<file path="config.mk">
export PLATFORM = sky130hd
export DESIGN_NAME = scheduled_linear_ramp_core
export DESIGN_NICKNAME = d
export VERILOG_FILES = /design/src/rtl/slr_pkg.sv /design/src/rtl/slr_ctrl.sv /design/src/rtl/slr_datapath.sv /design/src/rtl/scheduled_linear_ramp_core.sv
export VERILOG_INCLUDE_DIRS = /design/src /design/src/rtl
export SDC_FILE = /design/constraint.sdc
export NUM_CORES = 2
export LEC_CHECK = 0
export BUFFER_PORTS_ARGS = -buffer_cell sky130_fd_sc_hd__buf_4
export CAP_MARGIN = 0
export CORE_AREA = 4 4 527 268
export DETAILED_ROUTE_END_ITERATION = 6
export DIE_AREA = 0 0 531 272
export PLACE_DENSITY = 0.76
export SYNTH_ARGS = -nofsm -noshare
export SYNTH_HDL_FRONTEND = slang
export SYNTH_SLANG_ARGS = --single-unit
export TNS_END_PERCENT = 30
</file>
<file path="constraint.sdc">
create_clock -name clk -period 23.8 [get_ports clk]
set_input_delay 0 -clock clk [delete_from_list [all_inputs] [get_ports clk]]
set_output_delay 0 -clock clk [all_outputs]
set_load 0.005 [all_outputs]
</file>
<file path="src/rtl/assert_macros.svh">
// Assertion macros for the RTL files that check their own logic.
// No dependencies; include with the bare file name.
`ifndef ASSERT_MACROS_SVH
`define ASSERT_MACROS_SVH

// Implication checked at every clock edge outside reset.
`define AP_IMPLY(lbl, clk, rstn, ante, cons, msg) \
  lbl: assert property (@(posedge clk) disable iff (!rstn) (ante) |-> (cons)) else $error(msg);

// Implication whose consequent is checked in the cycle after the antecedent.
`define AP_NEXT(lbl, clk, rstn, ante, cons, msg) \
  lbl: assert property (@(posedge clk) disable iff (!rstn) (ante) |=> (cons)) else $error(msg);

// Property that must hold at every clock edge outside reset.
`define AP_ALWAYS(lbl, clk, rstn, prop, msg) \
  lbl: assert property (@(posedge clk) disable iff (!rstn) (prop)) else $error(msg);

`endif

</file>
<file path="src/rtl/slr_pkg.sv">
// Shared types and constants for the scheduled linear ramp core.
// No dependencies; imported by the controller, datapath and top level.
`default_nettype none

package slr_pkg;

  localparam int NUM_SEG   = 8;
  localparam int SEG_IDX_W = (NUM_SEG > 1) ? $clog2(NUM_SEG) : 1;
  localparam int TIME_W    = 32;
  localparam int VAL_W     = 24;
  localparam int FRAC_W    = 16;
  localparam int DIV_CNT_W = $clog2(FRAC_W);
  localparam int REQ_W     = 2;

  typedef enum logic [REQ_W-1:0] {
    REQ_START_CUR = 2'd0,
    REQ_START_VAL = 2'd1,
    REQ_SET_FLAT  = 2'd2,
    REQ_QUERY     = 2'd3
  } req_t;

  // controller -> datapath
  typedef struct packed {
    logic                 load_in;
    logic                 scan_step;
    logic [SEG_IDX_W-1:0] idx;
    logic                 load_sel;
    logic                 check;
    logic                 div_init;
    logic                 div_step;
    logic                 mul;
    logic                 fin;
    logic                 write_seg;
    logic                 set_flat;
    logic                 push_out;
  } dp_cmd_t;

  // datapath -> controller
  typedef struct packed {
    req_t in_req;
    req_t req;
    logic early;
    logic out_busy;
  } dp_stat_t;

endpackage

`default_nettype wire

</file>
<file path="src/rtl/slr_ctrl.sv">
// Sequencer for the scheduled linear ramp: scan, select, check, divide, multiply, then write back or output.
// Depends on slr_pkg; drives the datapath through dp_cmd_t.
`default_nettype none

module slr_ctrl import slr_pkg::*; (
  input  wire logic     clk,
  input  wire logic     rst_n,
  input  wire logic     in_tvalid,
  output logic          in_tready,
  input  wire dp_stat_t stat,
  output dp_cmd_t       cmd
);

  typedef enum logic [3:0] {
    ST_IDLE, ST_SCAN, ST_LOAD, ST_CHECK, ST_BRANCH,
    ST_DIV, ST_MUL, ST_FIN, ST_DONE, ST_WRITE, ST_FLAT
  } state_t;

  state_t               state_r, state_nxt;
  logic [SEG_IDX_W-1:0] scan_idx_r, scan_idx_nxt;
  logic [DIV_CNT_W-1:0] div_cnt_r, div_cnt_nxt;

  localparam logic [SEG_IDX_W-1:0] LAST_IDX = SEG_IDX_W'(NUM_SEG - 1);
  localparam logic [DIV_CNT_W-1:0] LAST_DIV = DIV_CNT_W'(FRAC_W - 1);

  assign in_tready = (state_r == ST_IDLE);

  always_comb begin
    state_nxt    = state_r;
    scan_idx_nxt = scan_idx_r;
    div_cnt_nxt  = div_cnt_r;
    cmd          = '0;
    cmd.idx      = scan_idx_r;
    case (state_r)
      ST_IDLE: begin
        if (in_tvalid) begin
          cmd.load_in  = 1'b1;
          scan_idx_nxt = '0;
          case (stat.in_req)
            REQ_START_VAL: state_nxt = ST_WRITE;
            REQ_SET_FLAT:  state_nxt = ST_FLAT;
            default:       state_nxt = ST_SCAN;
          endcase
        end
      end
      ST_SCAN: begin
        cmd.scan_step = 1'b1;
        if (scan_idx_r == LAST_IDX) begin
          state_nxt = ST_LOAD;
        end else begin
          scan_idx_nxt = scan_idx_r + 1'b1;
        end
      end
      ST_LOAD: begin
        cmd.load_sel = 1'b1;
        state_nxt    = ST_CHECK;
      end
      ST_CHECK: begin
        cmd.check = 1'b1;
        state_nxt = ST_BRANCH;
      end
      ST_BRANCH: begin
        if (stat.early) begin
          state_nxt = (stat.req == REQ_QUERY) ? ST_DONE : ST_WRITE;
        end else begin
          cmd.div_init = 1'b1;
          div_cnt_nxt  = '0;
          state_nxt    = ST_DIV;
        end
      end
      ST_DIV: begin
        cmd.div_step = 1'b1;
        if (div_cnt_r == LAST_DIV) begin
          state_nxt = ST_MUL;
        end else begin
          div_cnt_nxt = div_cnt_r + 1'b1;
        end
      end
      ST_MUL: begin
        cmd.mul   = 1'b1;
        state_nxt = ST_FIN;
      end
      ST_FIN: begin
        cmd.fin   = 1'b1;
        state_nxt = (stat.req == REQ_QUERY) ? ST_DONE : ST_WRITE;
      end
      ST_DONE: begin
        // hold the result until the output register is free
        if (!stat.out_busy) begin
          cmd.push_out = 1'b1;
          state_nxt    = ST_IDLE;
        end
      end
      ST_WRITE: begin
        cmd.write_seg = 1'b1;
        state_nxt     = ST_IDLE;
      end
      ST_FLAT: begin
        cmd.set_flat = 1'b1;
        state_nxt    = ST_IDLE;
      end
      default: state_nxt = ST_IDLE;
    endcase
  end

  always_ff @(posedge clk) begin
    if (!rst_n) begin
      state_r    <= ST_IDLE;
      scan_idx_r <= '0;
      div_cnt_r  <= '0;
    end else begin
      state_r    <= state_nxt;
      scan_idx_r <= scan_idx_nxt;
      div_cnt_r  <= div_cnt_nxt;
    end
  end

endmodule

`default_nettype wire

</file>
<file path="src/rtl/slr_datapath.sv">
// Datapath of the scheduled linear ramp: segment ring, scan compare, restoring
// divider, blend multiplier and output register. Depends on slr_pkg.
`default_nettype none

module slr_datapath import slr_pkg::*; (
  input  wire logic                clk,
  input  wire logic                rst_n,
  input  wire logic [REQ_W-1:0]    in_req,
  input  wire logic [TIME_W-1:0]   in_now_time,
  input  wire logic [VAL_W-1:0]    in_start_value,
  input  wire logic [VAL_W-1:0]    in_end_value,
  input  wire logic [TIME_W-1:0]   in_end_time,
  input  wire dp_cmd_t             cmd,
  output dp_stat_t                 stat,
  output logic                     out_tvalid,
  input  wire logic                out_tready,
  output logic [VAL_W-1:0]         out_ramp_value,
  output logic                     out_has_value
);

  // captured request
  req_t                     req_r;
  logic [TIME_W-1:0]        now_r, et_in_r;
  logic signed [VAL_W-1:0]  sv_in_r, ev_in_r;

  // segment ring
  logic [TIME_W-1:0]        seg_st_r [NUM_SEG];
  logic [TIME_W-1:0]        seg_et_r [NUM_SEG];
  logic signed [VAL_W-1:0]  seg_sv_r [NUM_SEG];
  logic signed [VAL_W-1:0]  seg_ev_r [NUM_SEG];
  logic [NUM_SEG-1:0]       seg_vld_r;
  logic [SEG_IDX_W-1:0]     wslot_r;

  // scan
  logic                     found_r;
  logic [TIME_W-1:0]        best_r;
  logic [SEG_IDX_W-1:0]     sel_r;
  logic                     hit;

  // selected segment
  logic [TIME_W-1:0]        a_ts_r, a_te_r;
  logic signed [VAL_W-1:0]  a_vs_r, a_ve_r;
  logic                     a_vld_r;

  // evaluation
  logic                     early_r;
  logic [TIME_W-1:0]        num_r, den_r;
  logic signed [VAL_W:0]    diff_r;
  logic [TIME_W:0]          rem2;
  logic [FRAC_W-1:0]        q_r;
  logic signed [FRAC_W+VAL_W+1:0] prod_r;
  logic signed [VAL_W+1:0]  sum;
  logic signed [VAL_W-1:0]  res_r;
  logic [TIME_W-1:0]        rem_r;

  // output register
  logic                     out_vld_r;
  logic [VAL_W-1:0]         out_val_r;
  logic                     out_has_r;

  assign hit = seg_vld_r[cmd.idx] && (seg_st_r[cmd.idx] < now_r) &&
               (!found_r || (seg_st_r[cmd.idx] > best_r));

  assign rem2 = {rem_r, 1'b0};
  assign sum  = {{2{a_vs_r[VAL_W-1]}}, a_vs_r} + prod_r[FRAC_W+VAL_W+1:FRAC_W];

  assign stat.in_req   = req_t'(in_req);
  assign stat.req      = req_r;
  assign stat.early    = early_r;
  assign stat.out_busy = out_vld_r && !out_tready;

  assign out_tvalid     = out_vld_r;
  assign out_ramp_value = out_val_r;
  assign out_has_value  = out_has_r;

  // control state and ring (ring contents are observable after reset)
  always_ff @(posedge clk) begin
    if (!rst_n) begin
      seg_vld_r <= '0;
      wslot_r   <= '0;
      out_vld_r <= 1'b0;
      for (int i = 0; i < NUM_SEG; i++) begin
        seg_st_r[i] <= '0;
        seg_et_r[i] <= '0;
        seg_sv_r[i] <= '0;
        seg_ev_r[i] <= '0;
      end
    end else begin
      if (cmd.write_seg) begin
        seg_st_r[wslot_r]  <= now_r;
        seg_et_r[wslot_r]  <= et_in_r;
        seg_sv_r[wslot_r]  <= (req_r == REQ_START_CUR) ? res_r : sv_in_r;
        seg_ev_r[wslot_r]  <= ev_in_r;
        seg_vld_r[wslot_r] <= 1'b1;
        wslot_r <= (wslot_r == SEG_IDX_W'(NUM_SEG - 1)) ? '0 : wslot_r + 1'b1;
      end
      if (cmd.set_flat) begin
        // end times are left as they were
        seg_vld_r <= '1;
        for (int i = 0; i < NUM_SEG; i++) begin
          seg_st_r[i] <= '0;
          seg_sv_r[i] <= sv_in_r;
          seg_ev_r[i] <= sv_in_r;
        end
      end
      if (cmd.push_out) begin
        out_vld_r <= 1'b1;
      end else if (out_tready) begin
        out_vld_r <= 1'b0;
      end
    end
  end

  // payload registers
  always_ff @(posedge clk) begin
    if (cmd.load_in) begin
      req_r   <= req_t'(in_req);
      now_r   <= in_now_time;
      sv_in_r <= in_start_value;
      ev_in_r <= in_end_value;
      et_in_r <= in_end_time;
      found_r <= 1'b0;
      best_r  <= '0;
      sel_r   <= '0;
    end
    if (cmd.scan_step && hit) begin
      found_r <= 1'b1;
      best_r  <= seg_st_r[cmd.idx];
      sel_r   <= cmd.idx;
    end
    if (cmd.load_sel) begin
      a_ts_r  <= seg_st_r[sel_r];
      a_te_r  <= seg_et_r[sel_r];
      a_vs_r  <= seg_sv_r[sel_r];
      a_ve_r  <= seg_ev_r[sel_r];
      a_vld_r <= seg_vld_r[sel_r];
    end
    if (cmd.check) begin
      // at or before start, or invalid: start value; at or after end: end value
      early_r <= !a_vld_r || (now_r <= a_ts_r) || (now_r >= a_te_r);
      res_r   <= (!a_vld_r || (now_r <= a_ts_r)) ? a_vs_r : a_ve_r;
      num_r   <= now_r - a_ts_r;
      den_r   <= a_te_r - a_ts_r;
      diff_r  <= {a_ve_r[VAL_W-1], a_ve_r} - {a_vs_r[VAL_W-1], a_vs_r};
    end
    if (cmd.div_init) begin
      rem_r <= num_r;
      q_r   <= '0;
    end
    if (cmd.div_step) begin
      if (rem2 >= {1'b0, den_r}) begin
        rem_r <= TIME_W'(rem2 - {1'b0, den_r});
        q_r   <= {q_r[FRAC_W-2:0], 1'b1};
      end else begin
        rem_r <= rem2[TIME_W-1:0];
        q_r   <= {q_r[FRAC_W-2:0], 1'b0};
      end
    end
    if (cmd.mul) begin
      prod_r <= $signed({1'b0, q_r}) * diff_r;
    end
    if (cmd.fin) begin
      res_r <= sum[VAL_W-1:0];
    end
    if (cmd.push_out) begin
      out_val_r <= res_r;
      out_has_r <= a_vld_r;
    end
  end

endmodule

`default_nettype wire

</file>
<file path="src/rtl/scheduled_linear_ramp_core.sv">
// Scheduled linear ramp: a ring of NUM_SEG ramp segments queried by time.
// Input channel in_*: in_tuser = request kind, in_tdata = times and values.
//   Kinds: start from current value, start with given value, set flat value, query.
// Result channel out_*: one transfer per query, ramp value in out_tdata and the
//   has-value flag in out_tuser. Other requests produce no transfer.
// Sequence: a query scans all NUM_SEG segment registers, then loads and checks
//   the selected segment; when the time falls outside it or it is invalid, the
//   start or end value is taken directly, else the blend divider yields FRAC_W
//   quotient bits at one bit per cycle, followed by a multiply and a sum. A start
//   from the current value takes the same steps, with the segment write in place
//   of the result. A start with a given value or a set-value request is written
//   in the cycle after its transfer. in_tready is high only between requests and
//   returns the cycle after an item completes, so no new request is taken while
//   one is in progress.
// The result sits in an output register, so a new request is taken while it
//   waits; a later query holds in its last step until out_tready frees it.
// Reset (rst_n low, synchronous) clears every segment to zero and invalid,
//   the write slot to 0 and the output register to empty; no warm-up needed.
// Depends on slr_pkg, slr_ctrl, slr_datapath and assert_macros.svh.
`default_nettype none

`include "assert_macros.svh"

module scheduled_linear_ramp_core import slr_pkg::*; (
  input  wire logic              clk,
  input  wire logic              rst_n,
  input  wire logic              in_tvalid,
  output logic                   in_tready,
  input  wire logic [111:0]      in_tdata,  // now_time[31:0], start_value[55:32],
                                            // end_value[79:56], end_time[111:80]
  input  wire logic [REQ_W-1:0]  in_tuser,  // req_type[1:0]
  output logic                   out_tvalid,
  input  wire logic              out_tready,
  output logic [VAL_W-1:0]       out_tdata, // ramp_value[23:0]
  output logic                   out_tuser  // has_value[0]
);

  dp_cmd_t  cmd;
  dp_stat_t stat;

  slr_ctrl u_ctrl (
    .clk       (clk),
    .rst_n     (rst_n),
    .in_tvalid (in_tvalid),
    .in_tready (in_tready),
    .stat      (stat),
    .cmd       (cmd)
  );

  slr_datapath u_dp (
    .clk            (clk),
    .rst_n          (rst_n),
    .in_req         (in_tuser),
    .in_now_time    (in_tdata[31:0]),
    .in_start_value (in_tdata[55:32]),
    .in_end_value   (in_tdata[79:56]),
    .in_end_time    (in_tdata[111:80]),
    .cmd            (cmd),
    .stat           (stat),
    .out_tvalid     (out_tvalid),
    .out_tready     (out_tready),
    .out_ramp_value (out_tdata),
    .out_has_value  (out_tuser)
  );

  `AP_NEXT(a_busy_after_in, clk, rst_n, in_tvalid && in_tready, !in_tready, "ready held after transfer")
  `AP_ALWAYS(a_cmd_excl, clk, rst_n, $onehot0({cmd.load_in, cmd.write_seg, cmd.set_flat, cmd.push_out}), "overlapping commands")
  `AP_IMPLY(a_push_mid_item, clk, rst_n, cmd.push_out || cmd.write_seg, !in_tready, "commit outside an item")
  `AP_NEXT(a_push_shows, clk, rst_n, cmd.push_out, out_tvalid, "pushed result not presented")

endmodule

`default_nettype wire
</file>
== Yosys cells after proc, flatten, opt, wreduce, memory -nomap -nowiden ==
Memories as Yosys holds them, arrays and structs flattened. A register that Yosys moved wholly into a read port is not among the register bits.
Cells that the tools add are included.

* Logic and storage cells: 220
* Register bits: 401
* Output and inout port bits: 27
* ROM bits: 0
* Latch bits: 0
* Bits in writable memories: 896
* Input bits: 118
* Memories: 4

* $add $sub $neg: 8
* Reductions and logical operators: 27
* Shift operators: 0
* Bitwise gates (word level): 25
* Divide/modulo/power cells: 0
* Magnitude comparators: 9
* Equal/unequal tests: 23
* Multipliers: 1
* Multiplexer cells: 98

{| class="wikitable"
|+ Memory list
! name !! words !! width !! read ports !! clocked after memory_dff !! write ports !! RTL line !! source
|-
| u_dp.seg_et_r || 8 || 32 || 1 || 1 || 8 || slr_datapath.sv:28 || <nowiki>logic [TIME_W-1:0] seg_et_r [NUM_SEG];</nowiki>
|-
| u_dp.seg_st_r || 8 || 32 || 2 || 2 || 8 || slr_datapath.sv:27 || <nowiki>logic [TIME_W-1:0] seg_st_r [NUM_SEG];</nowiki>
|-
| u_dp.seg_ev_r || 8 || 24 || 1 || 1 || 8 || slr_datapath.sv:30 || <nowiki>logic signed [VAL_W-1:0] seg_ev_r [NUM_SEG];</nowiki>
|-
| u_dp.seg_sv_r || 8 || 24 || 1 || 1 || 8 || slr_datapath.sv:29 || <nowiki>logic signed [VAL_W-1:0] seg_sv_r [NUM_SEG];</nowiki>
|}

{| class="wikitable"
|+ Operator list
! cell !! count
|-
| 24-bit two-way mux || 22
|-
| 32-bit two-way mux || 15
|-
| 32-bit subtractor || 3
|-
| 32-bit OR reduction || 2
|-
| 24-bit OR reduction || 2
|-
| 17-bit by 25-bit multiplier with 40-bit output || 1
|-
| 4-bit one-hot mux with 9 select lines || 1
|-
| 33-bit by 32-bit >= comparator with 1-bit output || 1
|-
| 3-bit two-way mux || 11
|-
| 32-bit >= comparator || 1
|-
| 32-bit greater-than comparator || 1
|-
| 32-bit less-or-equal comparator || 1
|-
| 32-bit < comparator || 1
|-
| 1-bit two-way mux || 32
|-
| 16-bit two-way mux || 2
|-
| 4-bit two-way mux || 7
|-
| 24-bit by 24-bit subtractor with 25-bit output || 1
|-
| 24-bit adder || 1
|-
| 1-bit OR || 24
|-
| 4-bit by 3-bit equality test with 1-bit output (second input constant) || 4
|-
| 4-bit equality test (second input constant) || 4
|-
| 8-bit two-way mux || 2
|-
| 4-bit one-hot mux with 2 select lines || 2
|-
| 2-bit nonzero test || 7
|-
| 22 further kinds || 43
|}

== Longest topological paths before layout ==
* Word-level depth: 7
* Gate-level depth with buffers: 25
* Gate-level depth less buffers: 24

== Modules after synthesis ==
A second synthesis with hierarchy kept.

* Cells, all modules: 6844
* Area, all modules: 82604.2 um2

{| class="wikitable"
|+ By module, submodules not included
! module !! area an instance (um2) !! sequential area each (um2) !! instances !! cells each
|-
| slr_datapath || 81784.7 || 41369.7 || 1 || 6747
|-
| slr_ctrl || 819.5 || 220.2 || 1 || 97
|}

== Least setup slack after synthesis ==
No wires, ideal clock.

* Kind: register -> register
* From: register u_ctrl.state_r[2]
* To: register u_dp.q_r[0], enable pin
* Data arrival time: 8.326 ns
* Path buffers: 1
* Path slack: 14.757 ns
* Clock period less this slack: 9.043 ns
* Library setup time: 0.717 ns
* Cell stages (with the launch flop): 4
* Required time: 23.083 ns
* Path through: dfxtp_1 -> clkbuf_1 -> inv_1 -> a2111oi_0

* Word-level cells in the longest chain between the ends: 3
* Elaborated cells on any way between the ends: 5
* Those cells by class: 2 x eq/ne; 2 x mux; 1 x reduce/logical

{| class="wikitable"
|+ RTL lines
! what !! RTL line !! source
|-
| from (decl) || slr_ctrl.sv:19 || <nowiki>state_t state_r, state_nxt;</nowiki>
|-
| from (signal assigned) || slr_ctrl.sv:112 || <nowiki>state_r <= state_nxt;</nowiki>
|-
| 4-bit by 3-bit equality test with 1-bit output || slr_ctrl.sv:34 || <nowiki>case (state_r)</nowiki>
|-
| 1-bit two-way mux || slr_ctrl.sv:34 ||
|-
| 2-bit nonzero test (no source line) (*) || - ||
|-
| to (signal assigned) || slr_datapath.sv:153 || <nowiki>q_r <= {q_r[FRAC_W-2:0], 1'b1};</nowiki>
|-
| to (signal assigned) || slr_datapath.sv:156 || <nowiki>q_r <= {q_r[FRAC_W-2:0], 1'b0};</nowiki>
|-
| to (decl) || slr_datapath.sv:50 || <nowiki>logic [FRAC_W-1:0] q_r;</nowiki>
|}

Every way passes the cells marked *; elsewhere a longest branch is shown, timed or not.
A chain may end at the register's enable or synchronous reset.

== Worst setup path after layout ==
* From: register u_dp.q_r[3]
* To: register u_dp.prod_r[34] (data pin)

* Word-level cells in the longest chain between the ends: 1

{| class="wikitable"
|+ RTL lines
! what !! RTL line !! source
|-
| 17-bit by 25-bit multiplier with 40-bit output || slr_datapath.sv:160 || <nowiki>prod_r <= $signed({1'b0, q_r}) * diff_r;</nowiki>
|-
| to (signal assigned) || slr_datapath.sv:160 ||
|-
| to (decl) || slr_datapath.sv:51 || <nowiki>logic signed [FRAC_W+VAL_W+1:0] prod_r;</nowiki>
|}

Every way passes these cells.

==> run metrics <==
clock power share=28.0%; leading area contributor after synthesis=edfxtp_1; Reg2Reg Launch Point=u_dp.q_r[3]; Synth Instances=6546; total negative setup slack=0 ns; initial core utilization=59.8%; chip height=272 um; remaining antenna violation count after routing=0; post-synthesis mux area share=10.7%; GRT overflow=0; syn avg cell area=12.5 um^2; Adder-Cell Fraction of Synth Area=14.6%; Yosys cell types=79; WP data arrival=7.84 ns; most frequent cell on the critical path=fa_1; CTS Buffer Depth=3; R2R setup slack=16.43 ns; Avg WL per Cell=26.0 um; top cells by area, synth=edfxtp_1 (50%), fa_1 (9.4%), mux4_2 (8.1%); initial antenna violation count=4; Num CTS Buffers=120; setup ws final=16.43 ns; Worst Path Max Fanout=26; pwr/cell area=84.7 nW/um^2; top-area cell type share of the netlist area=50.4%; Synth Register Bits=1396; commonest cells after routing, fill and taps aside=edfxtp_1 (1369), nand2_1 (806), inv_1 (645); slowest stage delay, CP=1.20 ns; IO Pins=145; syn nets=7386; R2R depth=20; Combinational Power Share=28.8%; crit end category=flop; initial DRC count=6737; Worst path slowest cell=edfxtp_1; CTS tree=built; Ys Warns=0; largest net degree at the start of global routing=110; Max-cap violations=0; compound-gate portion of the synthesized area=5.73%; Finish-stage setup viols=0; minimum clock period=7.37 ns; Final Wtd Congestion=0.906; DRC viols=0; critical path type=flop to flop; Worst Setup EP=u_dp.prod_r[34]; Row Count=96; largest family of logic cells by synthesized area=adder cells; Setup crit start=u_dp.q_r[3]; vias in the first global route=56856; Die Wd=531 um; DRT Pass-1 Iters=6; CP Cell Sequence=nand2_1, fa_1, fa_1, fa_1, fa_1, inv_1, fa_1, fa_1, ha_1, and2_1, a221oi_1, or2_2, and4_1, o21ai_1, buf_4, o211a_1, o31a_1, o21a_1, nor2_1, xnor2_1; leak pwr=37.0 nW; fillcell total=9467; Rel. slew slack=15.2%; Post-CTS Setup Inserts=0; Worst Skew=0.0923 ns; Max Clk Rate=136 MHz; internal power=5.20 mW; number of synthesized flops with an enable pin=1369; worst-margin pin slew=1.27 ns; Power Total=7.69 mW; sequential element share of the synthesized area=51.1%; Async SR Flop Fraction=0%; fin crit share=31.0%; most common cell after layout, fill and taps aside=edfxtp_1; WL final=226000 um; vias per cell=6.31; Clock Pin Slew Worst Setup and Hold Paths=0.07 ns; Most used DFF post-synth=edfxtp_1; CP required=24.27 ns; RSZ-0062 raised after global routing=false; CTS Sinks=1396; CP Launch Type=flop; r2r endpoint=u_dp.prod_r[34]; pre-CTS setup slack=16.61 ns; switching power=2.49 mW; status=complete, no violations; Reg power frac=43.1%; dpl hpwl=139000 um; Overall Global Routing Usage=31.5%; synth-to-layout area growth=11.3%; H-tree depth=3; share of layout cells above drive strength 1=13.1%; first-pass GRT wire length=342000 um; Final #Nets=7594; worst-skew pair later-pin latency=0.81 ns; VDD IR max=84.3 uV; Sw Ratio=32.4%; Root Driver=clkbuf_16; Final Max Tran Viols=0; Port Buf Inserts=144; Simple-Gate Fraction of Synth Area=11.5%; HP Class=input port to flop; Post-Synth XOR/XNOR Area=1.63%; CORE AREA=136000 um^2; final hold vios=0; Via Count=54748; die area=144000 um^2; area of the mapped netlist=81600 um^2
-- area by class of cell --
class / instances / area [um^2] / share of cell area [%]
Antenna cell: 3 / 7.51 / 0.00827
Clock buffer: 145 / 3170 / 3.49
Clock inverter: 77 / 1070 / 1.17
Inverter: 678 / 2550 / 2.81
Multi-Input combinational cell: 4122 / 36200 / 39.9
Sequential cell: 1396 / 41700 / 45.9
Tap cell: 1813 / 2270 / 2.50
Timing Repair Buffer: 436 / 3850 / 4.24
-- worst min-delay path by stage --
stage	startpoint	end	slack (ns)	depth (start not counted)
final	in_tdata[65]	u_dp.ev_in_r[9]	0.05	2
after global routing	in_tdata[61]	u_dp.ev_in_r[5]	0.03	2
after CTS	in_tdata[61]	u_dp.ev_in_r[5]	0.005	2
after detailed placement	in_tdata[72]	u_dp.ev_in_r[16]	0.18	1
after global placement	in_tdata[23]	u_dp.now_r[23]	0.18	1
after floorplan	in_tdata[80]	u_dp.et_in_r[0]	0.1	0
-- cell usage after synthesis, drive strengths merged, types with 5 or more instances --
cell / n
a221oi: 5
dfxtp: 27
edfxtp: 1369
a211oi: 21
nand2: 814
and3: 14
nor3: 46
xor2: 49
or3: 18
a21oi: 165
mux2: 144
clkinv: 32
fa: 382
o41ai: 11
nand4: 30
o31a: 7
a21o: 90
buf: 67
mux4: 292
a21boi: 9
o21a: 35
inv: 646
o211ai: 12
nor2: 406
mux2i: 52
o31ai: 7
nor2b: 72
a2111oi: 6
a31oi: 14
and4: 5
nand2b: 30
o21bai: 17
nand3: 91
a41oi: 6
o21ai: 306
xnor2: 103
ha: 340
or2: 10
nor4: 15
a211o: 7
and2: 435
clkbuf: 283
o2111ai: 6
-- cell families (layout without fill, tap and decap cells) --
group / after synthesis / count (layout)
and+or+nand+nor: 1999 / 1999
DFF: 1396 / 1396
buffers and inverters: 1028 / 1336
AOI/OAI and AO/OA: 761 / 761
adders and majority gates: 722 / 722
muxes: 488 / 488
xor gates and xnor gates: 152 / 152
other: 0 / 3
-- power by group through the flow --
| stage | Clock [mW] | Combinational [mW] | Sequential, mW |
|---|---|---|---|
| after floorplan | 0 | 1.59 | 3.23 |
| after global placement | 0 | 2.08 | 3.34 |
| after detailed placement | 0 | 2.14 | 3.36 |
| after CTS | 2.16 | 2.20 | 3.31 |
| after global routing | 2.27 | 2.41 | 3.33 |
| final | 2.16 | 2.22 | 3.32 |
-- through the flow --
stage	hold WS (ns)	instances	util, %	cell area [um^2]
detailed placement	0.179	8218	61.8	84300
global placement	0.178	8218	61.8	84300
CTS	0.00476	8667	66.5	90800
finish	0.0526	8670	66.5	90800
floorplan	0.0989	6546	-	81600
global route	0.0312	8667	66.5	90800
-- per-layer routing --
| metal | share of wire [%] | track usage [%] | vias to the layer above |
|---|---|---|---|
| met3 | 11 | 6.43 | 654 |
| met1 | 37 | 41.7 | 27360 |
| li1 | - | - | 23310 |
| met2 | 47 | 51.3 | 3420 |
| met4 | 4.7 | 13.3 | 4 |
| met5 | 0.0093 | 0 | - |
-- state kept, by name, indices dropped and copies added, names as in the netlist, 25 cells and up, named ones only --
name	count
u_dp.a_ts_r	32
u_dp.seg_ev_r	192
u_dp.best_r	32
u_dp.a_te_r	32
u_dp.num_r	32
u_dp.seg_st_r	256
u_dp.diff_r	25
u_dp.rem_r	32
u_dp.now_r	32
u_dp.seg_et_r	256
u_dp.den_r	32
u_dp.seg_sv_r	192
u_dp.et_in_r	32
-- timing repair --
item / in CTS / in global routing
gates resized for setup: 0 / 0
hold endpoints to repair: 119 / 0
hold buffers: 227 / 0
-- worst max-delay path: cells and delay by family (launching register included) --
family / cells / cell delay, ns
flip-flops: 1 / 1.20
buffers and inverters: 2 / 0.22
adder cells (fa/ha/maj): 7 / 3.35
AND/OR/NAND/NOR: 5 / 0.99
XOR/XNOR: 1 / 0.10
AO/OA/AOI/OAI: 5 / 1.25
Power figures use the tool's default switching activity.
